[src/rtl/core/mean_abs_return_after_top_volume_unit_defines.svh]
// ----------------------------------------------------------------------------
// Assertion macros for the mean-absolute-return unit
// Implication checks on the rising clock edge, disabled in reset.
// ----------------------------------------------------------------------------
`ifndef MEAN_ABS_RETURN_AFTER_TOP_VOLUME_UNIT_DEFINES_SVH
`define MEAN_ABS_RETURN_AFTER_TOP_VOLUME_UNIT_DEFINES_SVH

// same-cycle implication
`define MARV_ASSERT_NOW(label, clk, rst, ante, cons) \
   label: assert property (@(posedge clk) disable iff (rst) (ante) |-> (cons)) \
      else $error("assertion failed");

// next-cycle implication
`define MARV_ASSERT_NEXT(label, clk, rst, ante, cons) \
   label: assert property (@(posedge clk) disable iff (rst) (ante) |=> (cons)) \
      else $error("assertion failed");

`endif

[src/rtl/core/marv_pkg.sv]
// ----------------------------------------------------------------------------
// marv_pkg
// Shared types, constants and helpers for the mean-absolute-return unit.
// ----------------------------------------------------------------------------
package marv_pkg;

   localparam int MAX_LEN_DEF   = 256;
   localparam int FRAC_BITS_DEF = 27;
   localparam logic [31:0] LN2_Q32 = 32'd2977044471;

   // nine tenths of (n-1) as ((n-1) * 9 * 0xCCCD) >> 19, exact for n up to 4096
   localparam logic [31:0] RANK_MUL   = 32'd471861;
   localparam int          RANK_SHIFT = 19;

   typedef struct packed {
      logic [31:0] price;
      logic        price_ok;
      logic [31:0] volume;
      logic        volume_ok;
   } sample_type;

   typedef struct packed {
      logic start;
   } div_ctl_type;

   typedef struct packed {
      logic busy;
      logic done;
   } div_sts_type;

   typedef enum logic [12:0] {
      ST_IDLE   = 13'b0000000000001,
      ST_COUNT  = 13'b0000000000010,
      ST_RANK   = 13'b0000000000100,
      ST_SEARCH = 13'b0000000001000,
      ST_PADDR  = 13'b0000000010000,
      ST_PDATA  = 13'b0000000100000,
      ST_SQ     = 13'b0000001000000,
      ST_NORM   = 13'b0000010000000,
      ST_PACC   = 13'b0000100000000,
      ST_DIV    = 13'b0001000000000,
      ST_MHI    = 13'b0010000000000,
      ST_MLO    = 13'b0100000000000,
      ST_MFIN   = 13'b1000000000000
   } state_type;

   function automatic logic [4:0] msb_index(input logic [31:0] x);
      logic [4:0] e;
      e = 5'd0;
      for (int i = 0; i < 32; i++) begin
         if (x[i]) begin
            e = 5'(i);
         end
      end
      return e;
   endfunction

endpackage

[src/rtl/core/marv_mul.sv]
// ----------------------------------------------------------------------------
// marv_mul
// Shared 32x32 multiplier with registered product.
// ----------------------------------------------------------------------------
module marv_mul
   import marv_pkg::*;
(
   input  logic        clock,
   input  logic [31:0] op_a,
   input  logic [31:0] op_b,
   output logic [63:0] prod_ff
);

   always_ff @(posedge clock) begin
      prod_ff <= 64'(op_a) * 64'(op_b);
   end

endmodule

[config.mk]
export PLATFORM = sky130hd
export DESIGN_NAME = marv_mul
export DESIGN_NICKNAME = d
export VERILOG_FILES = /design/src/rtl/core/mean_abs_return_after_top_volume_unit_defines.svh /design/src/rtl/core/marv_pkg.sv /design/src/rtl/core/marv_mul.sv
export SDC_FILE = /design/constraint.sdc
export NUM_CORES = 2
export LEC_CHECK = 0
export ABC_AREA = 0
export BUFFER_PORTS_ARGS = -buffer_cell sky130_fd_sc_hd__buf_2
export CORE_UTILIZATION = 50
export DETAILED_ROUTE_END_ITERATION = 8
export GPL_TIMING_DRIVEN = 0
export HOLD_SLACK_MARGIN = 0.1
export PLACE_DENSITY = 0.76
export SLEW_MARGIN = 20
export SYNTH_ARGS = -nofsm -noshare
export SYNTH_HDL_FRONTEND = slang
export SYNTH_SLANG_ARGS = --single-unit
[constraint.sdc]
create_clock -name clock -period 13.05 [get_ports clock]
set_input_delay 2.61 -clock clock [delete_from_list [all_inputs] [get_ports clock]]
set_output_delay 2.61 -clock clock [all_outputs]
set_load 0.01 [all_outputs]
==> impl_summary.txt <==
----------------------------------------------------
[Die]
  Die outline width ... 265 um
  Starting density of the core ... between 50% and 60%
  Placeable core area ... 68600 sq um
  Area of the die ... 70400 sq um
  Die height ... 265 um
  Count of boundary I/O pins ... 129
  Std cell rows ... 96

[Timing]
  Min Clock Period, post-route ... 11020 ps
  Worst max-slew margin expressed relative to the limit ... 16.8%
  Slew at the pin closest to its max-slew limit ... between 1000 and 1500 ps
  # setup viols final ... 0
  Setup repair after global routing missed its margin ... false
  Fin. max-slew vios ... 0
  Total Negative Setup Slacks ... 0 ps
  Final worst path period share ... 84.4%
  Maximum clock frequency ... 0.0907 GHz
  Final hold violation count ... 0

[Outcome]
  Result of the run ... finished, final reports clean

[Placement]
  HPWL after detailed placement ... a little over 100 mm
  Final RePlAce weighted congestion ... 1.07
  Port-buffer cells ... ~130

[Critical path]
  Worst path required time ... approximately 13000 ps
  Capture point of the worst path ... prod_ff[62]
  Critical path capture point type ... flop
  Category of the critical setup timing path ... input port to flop
  Critical path launch point type ... input port
  Worst-path maximum fanout ... 10
  CP startpoint ... op_a[15]
  Arrival time reported for the critical path endpoint ... around 11000 ps

[Drt]
  Met2 wire len ... 54.0 mm
  Via count ... between 20000 and 30000
  First-pass DRT Iterations ... 5
  Post-Route M1 WL ... 42.8 mm
  Wire length on met3 ... roughly 15 mm
  Final antenna-violating net count ... 0
  Initial DRC count ... 2696
  Post-Route WL ... roughly 120 mm
  Wirelength per Cell ... about 26 um
  DRC Markers ... 0
  Top routing layer in use ... met5
  Vias per cell ... between 5 and 6

[Global routing]
  GR Util All Layers ... 36.4%
  First-pass GRT wire length ... 182 mm
  Congestion Overflow GR ... 0
  Maximum number of pins on one net before global-route repair ... 12
  Number of antenna violations at the first check in global routing ... 19
  Number of global-route vias before repair ... 28700

[Final layout]
  Layout cells sized above 1 ... around 4.3%
  Signed area change from the synthesized netlist to the final layout ... 6.21%
  Regs by FF count ... prod_ff: 64 flops
  Final Net Count ... 5111
  Commonest cells after routing, fill and taps aside ... fa_1 (896), inv_1 (865), and2_1 (602)
  Commonest non-fill, non-tap cell in the layout ... fa_1
  Biggest register ... prod_ff
  Largest register FFs ... between 60 and 70

[Clock network]
  Buffer type at the clock tree root ... clkbuf_16
  Hold buffers post-CTS ... 0
  Inserted Clock Buffers ... 9
  Number of buffers between clock root and the deepest sink ... 2
  PostCTS Resize Cnt ... 0
  Post-CTS Setup Inserts ... 0
  H-tree depth ... 3
  Clk pin slew, worst setup/hold paths ... 50 ps
  Clock tree from TritonCTS ... built
  Sink count of the clock tree ... 64

[Logic synthesis]
  Dominant combinational cell family by area after synthesis ... adder cells
  Xor/xnor share of the synthesized area ... 1.52%
  Synth warn ... 0
  Number of storage elements in the synthesis netlist ... 64
  Most frequently used flop master after synthesis ... dfxtp_1
  Cell area after synthesis ... 34700 sq um
  Sequential-to-total area share from yosys stat ... under 10%
  Distinct cells, synth ... 57
  Synth async-reset ratio ... 0%
  Compound-gate portion of the synthesized area ... 4.15%
  Mux cell area share after synthesis ... 0.0289%
  Mean Syn Cell Area ... 9.25 sq um
  Cell count after synthesis ... 3748
  Mapped Nets ... 4972
  Adder-Cell Fraction of Synth Area ... between 60 and 70%
  Area share of and/or/nand/nor cells after synthesis ... 17.6%
  Number of synthesized flops with an enable pin ... 0

[Min path]
  Class of the tightest hold or removal check ... input port to flop

[Run]
  # Max-Cap Violations ... 0

----------------------------------------------------
==> cell usage after synthesis (all sizes together), types with 4 or more instances <==
master / instances / area, sq um
a21o: 40 / 300
a21oi: 66 / 342
a221o: 4 / 40.0
a221oi: 4 / 87.6
a31oi: 12 / 75.1
and2: 602 / 3770
and3: 14 / 87.6
buf: 7 / 33.8
clkbuf: 213 / 800
dfxtp: 64 / 1280
fa: 896 / 17900
ha: 263 / 3290
inv: 865 / 3250
nand2: 480 / 1800
nand3: 10 / 50.1
nand4: 23 / 144
nor2: 20 / 75.1
nor3: 7 / 35.0
o21a: 9 / 67.6
o21ai: 26 / 130
o21bai: 11 / 86.3
o31ai: 5 / 78.8
xnor2: 35 / 307
xor2: 25 / 219
==> how the worst min path moves through the flow <==
stage | startpoint | slack (ps) | depth (start not counted) | to
floorplan | op_b[0] | 2740 | 1 | prod_ff[0]
global placement | prod_ff[55] | 3000 | 1 | prod_ff[55]
detailed placement | prod_ff[17] | 3000 | 1 | prod_ff[17]
CTS | op_b[0] | 2650 | 2 | prod_ff[0]
global route | op_b[0] | 2650 | 2 | prod_ff[0]
finish | op_b[0] | 2670 | 2 | prod_ff[0]
==> per-layer routing <==
layer  vias to the layer above  global-route usage (%)
li1                      11100                       -
met2                      1914                    54.5
met1                     14000                    44.2
met5                         -                       0
met4                         8                    28.3
met3                       548                    10.6
==> logic make-up (layout without fill, tap and decap cells) <==
group,count (synthesis),after routing
simple gates,1177,1177
fa+ha+maj,1159,1159
buf+inv,1085,1228
compound gates,202,202
flops,64,64
xor+xnor,60,60
mux,1,1
other cells,0,14
==> cell type report <==
cell class	instances	area (sq um)
Antenna cell	14	35.0
Timing Repair Buffer	128	641
Multi-Input combinational cell	2599	29300
Inverter	865	3250
Clock inverter	6	85.1
Tap cell	931	1160
Clock buffer	9	225
Fill cell	6321	31800
Buffer	220	836
Sequential cell	64	1280
==> critical path, cell delays in order <==
cell	delay [ps]
buf_2	220
clkbuf_1	910
nand2_1	200
fa_1	550
fa_1	650
inv_1	80
fa_1	540
fa_1	580
fa_1	450
fa_1	490
fa_1	510
fa_1	410
ha_1	270
buf_2	210
nand4_1	320
or4_1	530
or3_1	430
a31oi_1	500
a31o_2	310
a211oi_1	130
o21ai_1	220
xor2_1	160
==> stage by stage <==
| stage | hold slack, ps | instances | area [sq um] | util [%] | worst slack, ps |
|---|---|---|---|---|---|
| finish | 2670 | 4836 | 36800 | 53.7 | 2030 |
| CTS | 2650 | 4822 | 36800 | 53.6 | 2370 |
| global route | 2650 | 4822 | 36800 | 53.6 | 1960 |
| detailed placement | 3000 | 4807 | 36500 | 53.2 | 2060 |
| floorplan | 2740 | 3748 | 34700 | - | 3690 |
| global placement | 3000 | 4807 | 36500 | 53.2 | 2100 |
Power is not shown: default switching activity piles up to over one toggle a cycle in this logic, so the estimate is an artifact.
