[src/rtl/core/mean_abs_return_after_top_volume_unit_defines.svh]
// ----------------------------------------------------------------------------
// Assertion macros for the mean-absolute-return unit
// Implication checks on the rising clock edge, disabled in reset.
// ----------------------------------------------------------------------------
`ifndef MEAN_ABS_RETURN_AFTER_TOP_VOLUME_UNIT_DEFINES_SVH
`define MEAN_ABS_RETURN_AFTER_TOP_VOLUME_UNIT_DEFINES_SVH

// same-cycle implication
`define MARV_ASSERT_NOW(label, clk, rst, ante, cons) \
   label: assert property (@(posedge clk) disable iff (rst) (ante) |-> (cons)) \
      else $error("assertion failed");

// next-cycle implication
`define MARV_ASSERT_NEXT(label, clk, rst, ante, cons) \
   label: assert property (@(posedge clk) disable iff (rst) (ante) |=> (cons)) \
      else $error("assertion failed");

`endif

[src/rtl/core/marv_pkg.sv]
// ----------------------------------------------------------------------------
// marv_pkg
// Shared types, constants and helpers for the mean-absolute-return unit.
// ----------------------------------------------------------------------------
package marv_pkg;

   localparam int MAX_LEN_DEF   = 256;
   localparam int FRAC_BITS_DEF = 27;
   localparam logic [31:0] LN2_Q32 = 32'd2977044471;

   // nine tenths of (n-1) as ((n-1) * 9 * 0xCCCD) >> 19, exact for n up to 4096
   localparam logic [31:0] RANK_MUL   = 32'd471861;
   localparam int          RANK_SHIFT = 19;

   typedef struct packed {
      logic [31:0] price;
      logic        price_ok;
      logic [31:0] volume;
      logic        volume_ok;
   } sample_type;

   typedef struct packed {
      logic start;
   } div_ctl_type;

   typedef struct packed {
      logic busy;
      logic done;
   } div_sts_type;

   typedef enum logic [12:0] {
      ST_IDLE   = 13'b0000000000001,
      ST_COUNT  = 13'b0000000000010,
      ST_RANK   = 13'b0000000000100,
      ST_SEARCH = 13'b0000000001000,
      ST_PADDR  = 13'b0000000010000,
      ST_PDATA  = 13'b0000000100000,
      ST_SQ     = 13'b0000001000000,
      ST_NORM   = 13'b0000010000000,
      ST_PACC   = 13'b0000100000000,
      ST_DIV    = 13'b0001000000000,
      ST_MHI    = 13'b0010000000000,
      ST_MLO    = 13'b0100000000000,
      ST_MFIN   = 13'b1000000000000
   } state_type;

   function automatic logic [4:0] msb_index(input logic [31:0] x);
      logic [4:0] e;
      e = 5'd0;
      for (int i = 0; i < 32; i++) begin
         if (x[i]) begin
            e = 5'(i);
         end
      end
      return e;
   endfunction

endpackage

[src/rtl/core/marv_div.sv]
// ----------------------------------------------------------------------------
// marv_div
// Restoring divider, one quotient bit per cycle, truncating.
// ----------------------------------------------------------------------------
module marv_div
   import marv_pkg::*;
#(
   parameter int NW = 48,
   parameter int DW = 13
) (
   input  logic          clock,
   input  logic          reset,
   input  div_ctl_type   ctl,
   input  logic [NW-1:0] num,
   input  logic [DW-1:0] den,
   output div_sts_type   sts,
   output logic [NW-1:0] quot
);

   localparam int KW = $clog2(NW + 1);

   logic [NW-1:0] q_ff, q_in;
   logic [DW:0]   r_ff, r_in;
   logic [DW-1:0] d_ff, d_in;
   logic [KW-1:0] k_ff, k_in;
   logic          busy_ff, busy_in;
   logic          done_ff, done_in;
   logic [DW:0]   trial;

   always_comb begin
      q_in    = q_ff;
      r_in    = r_ff;
      d_in    = d_ff;
      k_in    = k_ff;
      busy_in = busy_ff;
      done_in = 1'b0;
      trial   = {r_ff[DW-1:0], q_ff[NW-1]};
      if (busy_ff) begin
         if (trial >= {1'b0, d_ff}) begin
            r_in = trial - {1'b0, d_ff};
            q_in = {q_ff[NW-2:0], 1'b1};
         end else begin
            r_in = trial;
            q_in = {q_ff[NW-2:0], 1'b0};
         end
         k_in = k_ff - 1'b1;
         if (k_ff == KW'(1)) begin
            busy_in = 1'b0;
            done_in = 1'b1;
         end
      end else if (ctl.start) begin
         q_in    = num;
         r_in    = '0;
         d_in    = den;
         k_in    = KW'(NW);
         busy_in = 1'b1;
      end
   end

   always_ff @(posedge clock) begin
      if (reset) begin
         busy_ff <= 1'b0;
         done_ff <= 1'b0;
      end else begin
         busy_ff <= busy_in;
         done_ff <= done_in;
      end
      q_ff <= q_in;
      r_ff <= r_in;
      d_ff <= d_in;
      k_ff <= k_in;
   end

   assign sts.busy = busy_ff;
   assign sts.done = done_ff;
   assign quot     = q_ff;

endmodule

[config.mk]
export PLATFORM = sky130hd
export DESIGN_NAME = marv_div
export DESIGN_NICKNAME = d
export VERILOG_FILES = /design/src/rtl/core/mean_abs_return_after_top_volume_unit_defines.svh /design/src/rtl/core/marv_pkg.sv /design/src/rtl/core/marv_div.sv
export SDC_FILE = /design/constraint.sdc
export NUM_CORES = 1
export LEC_CHECK = 0
export ABC_AREA = 1
export BUFFER_PORTS_ARGS = -buffer_cell sky130_fd_sc_hd__buf_2
export CORE_UTILIZATION = 25
export DETAILED_ROUTE_END_ITERATION = 8
export PLACE_DENSITY = 0.46
export SKIP_CTS_REPAIR_TIMING = 1
export SYNTH_ARGS = -nofsm -noshare
export SYNTH_HDL_FRONTEND = slang
export SYNTH_SLANG_ARGS = --single-unit
export TNS_END_PERCENT = 1
[constraint.sdc]
create_clock -name clock -period 5.64 [get_ports clock]
set_input_delay 1.128 -clock clock [delete_from_list [all_inputs] [get_ports clock]]
set_output_delay 1.128 -clock clock [all_outputs]
set_load 0.01 [all_outputs]
==> results of run 1 <==
final cells by class:
type                       instances  area, um^2  share of cell area
multi-input combinational        328        1546              0.2905
sequential                        82        2444              0.4591
tap                              220       275.3             0.05172
inverter                          48       180.2             0.03385
clock buffer                      12       236.5             0.04443
clock inverter                     4       52.55            0.009873
timing repair buffer             116       588.1              0.1105
state kept, by name, indices dropped and copies added, names as in the netlist:
| name | cells |
|---|---|
| k_ff | 6 |
| r_ff | 13 |
| d_ff | 13 |
| quot | 48 |
| busy_ff | 1 |
| done_ff | 1 |
layer usage:
| metal | track usage | vias up |
|---|---|---|
| li1 | - | 1746 |
| met3 | 0.04344 | 11 |
| met1 | 0.1513 | 1514 |
| met4 | 0.05045 | 0 |
| met2 | 0.2014 | 106 |
| met5 | 0 | - |
power by group through the flow:
stage	registers, mW	clock network, mW	logic (mW)
floorplan	0.822	0	0.251
global placement	0.811	0	0.392
detailed placement	0.809	0	0.394
CTS	0.799	0.596	0.396
global route	0.807	0.617	0.446
finish	0.798	0.575	0.388
worst max-delay path, cell delays in order (launching register included):
cell and delay, ns:
dfxtp_2 0.33, buf_4 0.53, buf_2 0.25
cells in the final DEF (no fill, tap or decap), drive strengths merged, types with 2 or more instances in the layout:
master,netlist,routed
nand4,2,2
dfxtp,2,2
inv,48,48
nand3,20,20
or2,3,3
xnor2,3,3
nor3,3,3
o21ai,11,11
buf,3,116
ha,15,15
clkinv,0,3
xor2,3,3
a21oi,10,10
clkbuf,12,12
nor2,43,43
edfxtp,80,80
o21bai,2,2
nand2,210,210
synth_stat cells, drive strengths merged (10+ instances only):
master    n  area (um^2)
nand2   210        805.8
inv      48        180.2
o21ai    11        58.81
nor2     43        168.9
clkbuf   12        46.29
ha       15        187.7
a21oi    10        50.05
edfxtp   80         2402
nand3    20        122.6
path summary, 6_finish.rpt:
| kind | startpoint | to | slack (ns) | cells after the start |
|---|---|---|---|---|
| setup / recovery | busy_ff | sts[1] | 3.06 | 2 |
| hold / removal | quot[45] | quot[46] | 0.55 | 2 |
| setup reg to reg | busy_ff | quot[46] | 3.21 | 3 |
| hold reg to reg | quot[45] | quot[46] | 0.55 | 2 |
logic make-up (layout without fill, tap and decap cells):
family | after synthesis | count (layout) | share of synthesized area
AOI/OAI and AO/OA | 24 | 24 | 0.03067
DFF | 82 | 82 | 0.5756
xor gates and xnor gates | 6 | 6 | 0.01239
buffers and inverters | 63 | 180 | 0.06045
and+or+nand+nor | 282 | 282 | 0.2719
adders and majority gates | 16 | 16 | 0.04895
through the flow:
step / utilization / cell area [um^2] / setup WS (ns)
floorplan: - / 4243 / 2.629
finish: 0.3210 / 5323 / 3.063
detailed placement: 0.3035 / 5034 / 2.904
CTS: 0.3210 / 5323 / 3.008
global placement: 0.3035 / 5034 / 2.921
global route: 0.3210 / 5323 / 2.942
==> flow_metrics.tcl, run 1 <==
set metrics [dict create \
    start_util 0.2558 \
    leakagePower_nw 2.590 \
    max_slew.worst_pin.slew_ns 0.9289 \
    fp.dieH_um 132.3 \
    via_per_inst 4.169 \
    top_layer "met4" \
    wl_per_cell_um 12.74 \
    port_buffers 113 \
    syn_area_um2 4243 \
    status "completed" \
    syn_inst 473 \
    clkPwrFrac 0.327 \
    grt_antenna_before_repair 0 \
    route.met3.wl_um 783 \
    critPathArrivalTime_ns 1.45 \
    finalPower_mw 1.762 \
    p_sw_frac 0.2929 \
    yosysWarnings 0 \
    vias 3377 \
    whs_ns 0.5475 \
    ys_seq_area_frac 0.5756 \
    max_freq_mhz 388.0 \
    cts.sink_count 82 \
    syn-num-nets 553 \
    hp-class "reg2reg" \
    finalSetupViolCount 0 \
    cts_htree_levels 3 \
    synth_area_per_cell_um2 8.970 \
    relSlewSlack 0.3807 \
    setup_tns_ns 0 \
    drive_gt1_frac 0.2508 \
    track_usage 0.1245 \
    fin_worst_skew_ns 0.005638 \
    period_needed_ns 2.577 \
    routed_wl_um 10320 \
    antenna_cells 0 \
    grt_overflow_total 0 \
    maxCapViolations 0 \
    place_congestion 0.8393 \
    min_period_over_period 0.4570 \
    final_nets 665 \
    p_int_mw 1.246 \
    die_x_um 132.3 \
    die_area_um2 17500 \
    dpl.cell_count 794 \
    grt_pass1_wl_um 17090 \
    drt_iter0_drc 130 \
    grt_pass1_vias 3474 \
    clk_pin_slew_ns 0.06 \
    cp.required_ns 4.51 \
    worstPathMaxFanout 65 \
    seqPwrFrac 0.453 \
    dr.pass1.iters 4 \
    ios 114 \
    core-area_um2 16580 \
    grt_max_degree 66 \
    met1_length_um 4691 \
    num_rows 47 \
    pwr-share-comb 0.220 \
    wl_met2_um 4642 \
    yosysUniqueCellTypes 31 \
    critPathLaunchType "flip-flop" \
    slew_viol_final 0 \
    synthArstFlopShare 0 \
    final_cells 810 \
    ys_ff_latch 82 \
    clock_latency_ns 0.34 \
    remaining_drc_errors 0 \
    clockRootBuffer "clkbuf_16" \
    cts-buffers-inserted 9 \
    rsz0062_at_grt "false" \
    fill_cells 1774 \
    synth_edf_count 80 \
    crit_path_end_kind "primary output" \
    worstSetupPathType "reg2out" \
    cts_buffer_depth 2 \
    synth_flop_cell "edfxtp_1" \
    irDropWorstVdd_v 0.0001180 \
    dpl.hpwl_um 7528 \
    power_density_nw_per_um2 331.0 \
    tritoncts "yes" \
    ant_nets 0 \
    area_delta_synth_final_pct 25.45 \
    final-hold-violation-count 0 \
    p_sw_uw 516.0 \
]
No activity file was read; power rests on OpenSTA's default activity.
==> inputs of run 2 (changes only) <==
--- a/config.mk
+++ b/config.mk
@@ -5,7 +5,7 @@
 export SDC_FILE = /design/constraint.sdc
 export NUM_CORES = 1
 export LEC_CHECK = 0
-export ABC_AREA = 1
+export ABC_AREA = 0
 export BUFFER_PORTS_ARGS = -buffer_cell sky130_fd_sc_hd__buf_2
 export CORE_UTILIZATION = 25
 export DETAILED_ROUTE_END_ITERATION = 8
==> constraint.sdc (replaced) <==
create_clock -name clock -period 2.42 [get_ports clock]
set_input_delay 0.484 -clock clock [delete_from_list [all_inputs] [get_ports clock]]
set_output_delay 0.484 -clock clock [all_outputs]
set_load 0.01 [all_outputs]
==> run 2 against run 1 <==
  * The flow now finishes with violations (setup timing)
  * Via count shrank 21%
  * Area after synthesis decreased by 4.7%
  * Cell count is 21% lower
  * Critical endpoint is now r_ff[10]
  * Critical path type is now reg2reg
  * Critical path depth increased by 10
==> flow_metrics.tcl, run 2 <==
set metrics [dict create \
    ant_nets 0 \
    clock_latency_ns 0.34 \
    status "finished, violations left" \
    relSlewSlack 0.6929 \
    tritoncts "yes" \
    busiest_layer "met2" \
    finalPower_mw 4.110 \
    via_per_inst 4.164 \
    placed_area_um2 4986 \
    ys_ff_latch 82 \
    setup_tns_ns -1.382 \
    min_to "d_ff[11]" \
    slew_viol_final 0 \
    fin_worst_skew_ns 0.008134 \
    critPathArrivalTime_ns 2.64 \
    cts.sink_count 82 \
    die_x_um 129.2 \
    maxCapViolations 0 \
    use_met2 0.1733 \
    final_cell_mix "buf_2, edfxtp_1, mux2_2" \
    core-area_um2 15830 \
    syn_inst 284 \
    cts_buffer_depth 2 \
    clockRootBuffer "clkbuf_16" \
    grt_overflow_total 0 \
    vias 2661 \
    num_rows 46 \
    cts-buffers-inserted 9 \
    crit_chain "inv_1 > ha_1 > inv_1 > fa_2 > a21o_1 > a221oi_4 > o31ai_4 > o2111ai_4 > nand2_4 > buf_6 > mux2i_1 > nor2b_1" \
    hp-class "in2reg" \
    port_buffers 113 \
    worstPathMaxFanout 6 \
    reg2reg_from "quot[47]" \
    slowest_stage "edfxtp_1" \
    max_slew.worst_pin.slew_ns 0.4600 \
    violations "setup timing" \
    use_met1 0.1408 \
    area_delta_synth_final_pct 31.70 \
    clk_pin_slew_ns 0.06 \
    ys_top_cells_by_area "edfxtp_1, mux2_2, ha_1" \
    place_congestion 0.7246 \
    power_density_nw_per_um2 771.4 \
    regArea_um2 2444 \
    critPathLaunchType "flip-flop" \
    final-hold-violation-count 0 \
    mostFrequentLayoutCell "buf_2" \
    min_path_cells 1 \
    slowest_delay_ns 0.39 \
    fp.dieH_um 129.2 \
    die_area_um2 16690 \
    whs_ns 0.3165 \
    remaining_drc_errors 0 \
    dpl.cell_count 620 \
    syn-num-nets 364 \
    layout_setup_ws_ns -0.1253 \
    grt_pass1_vias 2775 \
    cts_htree_levels 3 \
    antenna_cells 0 \
    yosysUniqueCellTypes 39 \
    final_cells 639 \
    synth.top_cells.by_count "edfxtp_1, mux2_2, inv_1" \
    leakagePower_nw 2.226 \
    start_util 0.2556 \
    finalSetupViolCount 14 \
    track_usage 0.1137 \
    syn_area_um2 4045 \
    worst_r2r_path_depth 12 \
    fill_cells 1581 \
    yosys.area.top_type "edfxtp_1" \
    grt_pass1_wl_um 14150 \
    min_period_over_period 1.052 \
    max_freq_mhz 392.9 \
    crit_path_end_kind "flip-flop" \
    post-route-util 0.3366 \
    final_nets 498 \
    synth_area_per_cell_um2 14.24 \
    routed_wl_um 8766 \
    grt_max_degree 72 \
    post-route-cell-area_um2 5328 \
    rsz0062_at_grt "true" \
    r2r_end "r_ff[10]" \
    irDropWorstVdd_v 0.0003160 \
    crit_top_cell "inv_1" \
    synthArstFlopShare 0 \
    synth_edf_count 80 \
    pre_cts_slack_ns -0.2154 \
    yosysWarnings 0 \
    drive_gt1_frac 0.4846 \
    ys_seq_area_frac 0.6038 \
    dr.pass1.iters 4 \
    wl_per_cell_um 13.72 \
    yosysMostFrequentCell "edfxtp_1" \
    period_needed_ns 2.545 \
    synth_top_area_frac 0.5939 \
    synth_flop_cell "edfxtp_1" \
    dpl.hpwl_um 6197 \
    multi_input_area_um2 1486 \
    grt_antenna_before_repair 2 \
    ios 114 \
    cp.required_ns 2.51 \
    min_from "den[11]" \
    use_met3 0.03716 \
    drt_iter0_drc 61 \
    r2r_slack_ns -0.13 \
    worstSetupPathType "reg2reg" \
    largest_reg_flops 48 \
]
==> run 2: changes by cell type after synthesis, sizes merged, moves of 4 or more <==
cell    previous run  this run
nand2            210        11
mux2               0        47
nor2              43         9
inv               48        20
nand3             20         5
nor2b              0        10
mux2i              0         7
o21ai             11         5
o21a               0         5
a21o               0         4
and3               0         4
clkbuf            12         8
==> run 2: layer usage <==
layer	routed length, um	share of wire	up-vias
met5	0	0	-
met4	193	0.022	0
met3	582	0.066	10
met2	4026	0.46	84
met1	3963	0.45	1246
li1	-	-	1321
==> run 2: cell type report <==
class | instances | area share
multi-input cells | 171 | 0.2790
repair buffers | 134 | 0.1419
well taps | 216 | 0.05073
inverters | 20 | 0.01409
clock buffers | 10 | 0.04298
clock inverters | 6 | 0.01268
flip-flops and latches | 82 | 0.4587
==> run 2: cell families (layout without fill, tap and decap cells) <==
group           count (synthesis)  count (layout)  synth area share
xor+xnor                       11              11           0.02382
buf+inv                        31             170           0.03248
compound gates                 39              39           0.07516
fa+ha+maj                      16              16           0.05135
flops                          82              82            0.6038
mux                            54              54            0.1482
simple gates                   51              51           0.06526
==> run 2: worst max-delay path by stage <==
stage,to,slack [ns],from
after CTS,r_ff[4],-0.23,quot[47]
final,r_ff[10],-0.13,quot[47]
after global placement,r_ff[4],-0.15,quot[47]
after detailed placement,r_ff[4],-0.22,quot[47]
after floorplan,r_ff[11],-0.34,quot[47]
after global routing,r_ff[3],-0.31,quot[47]
==> run 2: critical path: cells and delay by family (launching register included) <==
family / cells / cell delay [ns]
AO/OA/AOI/OAI: 4 / 0.85
adder cells (fa/ha/maj): 2 / 0.50
multiplexers: 1 / 0.15
AND/OR/NAND/NOR: 2 / 0.14
flip-flops: 1 / 0.39
buffers and inverters: 3 / 0.27
==> run 2: power breakdown <==
group	internal (mW)	leakage, nW	total, mW	switching [mW]
Sequential	1.75	0.820	1.83	0.0814
Combinational	0.453	1.27	0.904	0.451
Clock	0.801	0.139	1.37	0.573
Total	3.00	2.23	4.11	1.11
==> inputs of run 3 (changes only) <==
--- a/config.mk
+++ b/config.mk
@@ -8,6 +8,7 @@
 export ABC_AREA = 0
 export BUFFER_PORTS_ARGS = -buffer_cell sky130_fd_sc_hd__buf_2
 export CORE_UTILIZATION = 25
+export CTS_BUF_LIST = sky130_fd_sc_hd__clkbuf_4
 export DETAILED_ROUTE_END_ITERATION = 8
 export PLACE_DENSITY = 0.46
 export SKIP_CTS_REPAIR_TIMING = 1
==> run 3 against run 2 <==
  * The flow still finishes with violations (setup timing)
  * Register-to-register slack is essentially flat
  * Worst setup slack worse by 0.0038 ns
  * Sequential share of layout area is 1.4 points higher
  * Wire length is 0.18% higher
  * Hold slack worse by 0.12 ns
  * Clock skew is 0.012 ns higher
  * Total power fell by 13%
  * Highest routed layer unchanged
==> flow_metrics.tcl, run 3 (synthesis gave the netlist of run 2 again) <==
set metrics [dict create \
    slowest_stage "edfxtp_1" \
    placed_area_um2 4986 \
    grt_pass1_vias 2768 \
    slew_viol_final 0 \
    max_freq_mhz 392.3 \
    power_density_nw_per_um2 691.5 \
    place_congestion 0.7246 \
    grt_overflow_total 0 \
    hp-class "in2reg" \
    grt_max_degree 72 \
    worstSetupPathType "reg2reg" \
    clk_pin_slew_ns 0.14 \
    final_nets 498 \
    min_to "d_ff[4]" \
    finalSetupViolCount 14 \
    critPathArrivalTime_ns 2.77 \
    max_slew.worst_pin.slew_ns 0.4594 \
    start_util 0.2556 \
    fill_cells 1592 \
    routed_wl_um 8782 \
    crit_path_end_kind "flip-flop" \
    critPathLaunchType "flip-flop" \
    crit_top_cell "inv_1" \
    wl_met2_um 4011 \
    num_rows 46 \
    cts.sink_count 82 \
    ant_nets 0 \
    min_period_over_period 1.053 \
    die_x_um 129.2 \
    pre_cts_slack_ns -0.2154 \
    rsz0062_at_grt "true" \
    reg2reg_from "quot[47]" \
    cp_top_family "compound AO/OA/AOI/OAI gates" \
    largest_reg_flops 48 \
    post-route-cell-area_um2 5174 \
    multi_input_area_um2 1486 \
    remaining_drc_errors 0 \
    relSlewSlack 0.6933 \
    port_buffers 113 \
    met1_length_um 3991 \
    irDropWorstVdd_v 0.0002552 \
    crit_chain "inv_1 > ha_1 > inv_1 > fa_2 > a21o_1 > a221oi_4 > o31ai_4 > o2111ai_4 > nand2_4 > buf_6 > mux2i_1 > nor2b_1" \
    cts_buffer_depth 2 \
    final_cell_mix "buf_2, edfxtp_1, mux2_2" \
    clockRootBuffer "clkbuf_4" \
    antenna_cells 0 \
    area_delta_synth_final_pct 27.90 \
    wl_per_cell_um 13.74 \
    crit_buf_inv 3 \
    tritoncts "yes" \
    maxCapViolations 0 \
    grt_pass1_wl_um 14130 \
    worst_r2r_path_depth 12 \
    cts-buffers-inserted 9 \
    status "finished, violations left" \
    final-hold-violation-count 0 \
    regArea_um2 2444 \
    drive_gt1_frac 0.4870 \
    via_per_inst 4.163 \
    min_from "den[4]" \
    die_area_um2 16690 \
    top_layer "met4" \
    layout_setup_ws_ns -0.1292 \
    whs_ns 0.1995 \
    dr.pass1.iters 4 \
    leakagePower_nw 2.160 \
    track_usage 0.1134 \
    slowest_delay_ns 0.41 \
    r2r_slack_ns -0.13 \
    cts_htree_levels 3 \
    fp.dieH_um 129.2 \
    dpl.hpwl_um 6197 \
    violations "setup timing" \
    grt_antenna_before_repair 2 \
    fin_worst_skew_ns 0.01975 \
    ios 114 \
    core-area_um2 15830 \
    vias 2660 \
    clock_latency_ns 0.45 \
    min_path_cells 1 \
    period_needed_ns 2.549 \
    r2r_end "r_ff[10]" \
    route.met3.wl_um 602 \
    cp.required_ns 2.64 \
    drt_iter0_drc 60 \
    mostFrequentLayoutCell "buf_2" \
    finalPower_mw 3.578 \
    worstPathMaxFanout 6 \
]
[run 3: cell counts in the layout (fill, tap and decap cells not counted)]
No cell type changed its count.
[run 3: metal layers]
metal  global-route usage  up-vias
li1                     -     1316
met1               0.1410     1256
met2               0.1720       76
met3              0.03964       12
met4              0.06228        0
met5                    0        -
[run 3: worst max-delay path by stage]
stage | start | end | slack [ns] | cells after the start
after floorplan | quot[47] | r_ff[11] | -0.34 | 12
after global placement | quot[47] | r_ff[4] | -0.15 | 12
after detailed placement | quot[47] | r_ff[4] | -0.22 | 12
after CTS | quot[47] | r_ff[4] | -0.24 | 12
after global routing | quot[47] | r_ff[3] | -0.32 | 12
final | quot[47] | r_ff[10] | -0.13 | 12
[run 3: where the power goes]
part	internal (mW)	switching (mW)	leakage (nW)
Clock	0.328	0.518	0.0726
Sequential	1.75	0.0814	0.820
Combinational	0.453	0.451	1.27
Total	2.53	1.05	2.16
[run 3: cell type report]
| cell class | instances | share of cell area |
|---|---|---|
| Timing Repair Buffer | 134 | 0.1461 |
| Clock inverter | 6 | 0.01306 |
| Inverter | 20 | 0.01451 |
| Multi-Input combinational cell | 171 | 0.2873 |
| Tap cell | 216 | 0.05224 |
| Sequential cell | 82 | 0.4723 |
| Clock buffer | 10 | 0.01451 |
[run 3: per-stage QoR]
stage	utilization	setup TNS, ns	instances
after floorplan	-	-21.39	284
after global placement	0.3150	-1.729	620
after detailed placement	0.3150	-2.458	620
after CTS	0.3240	-2.744	636
after global routing	0.3269	-3.844	639
final	0.3269	-1.441	639
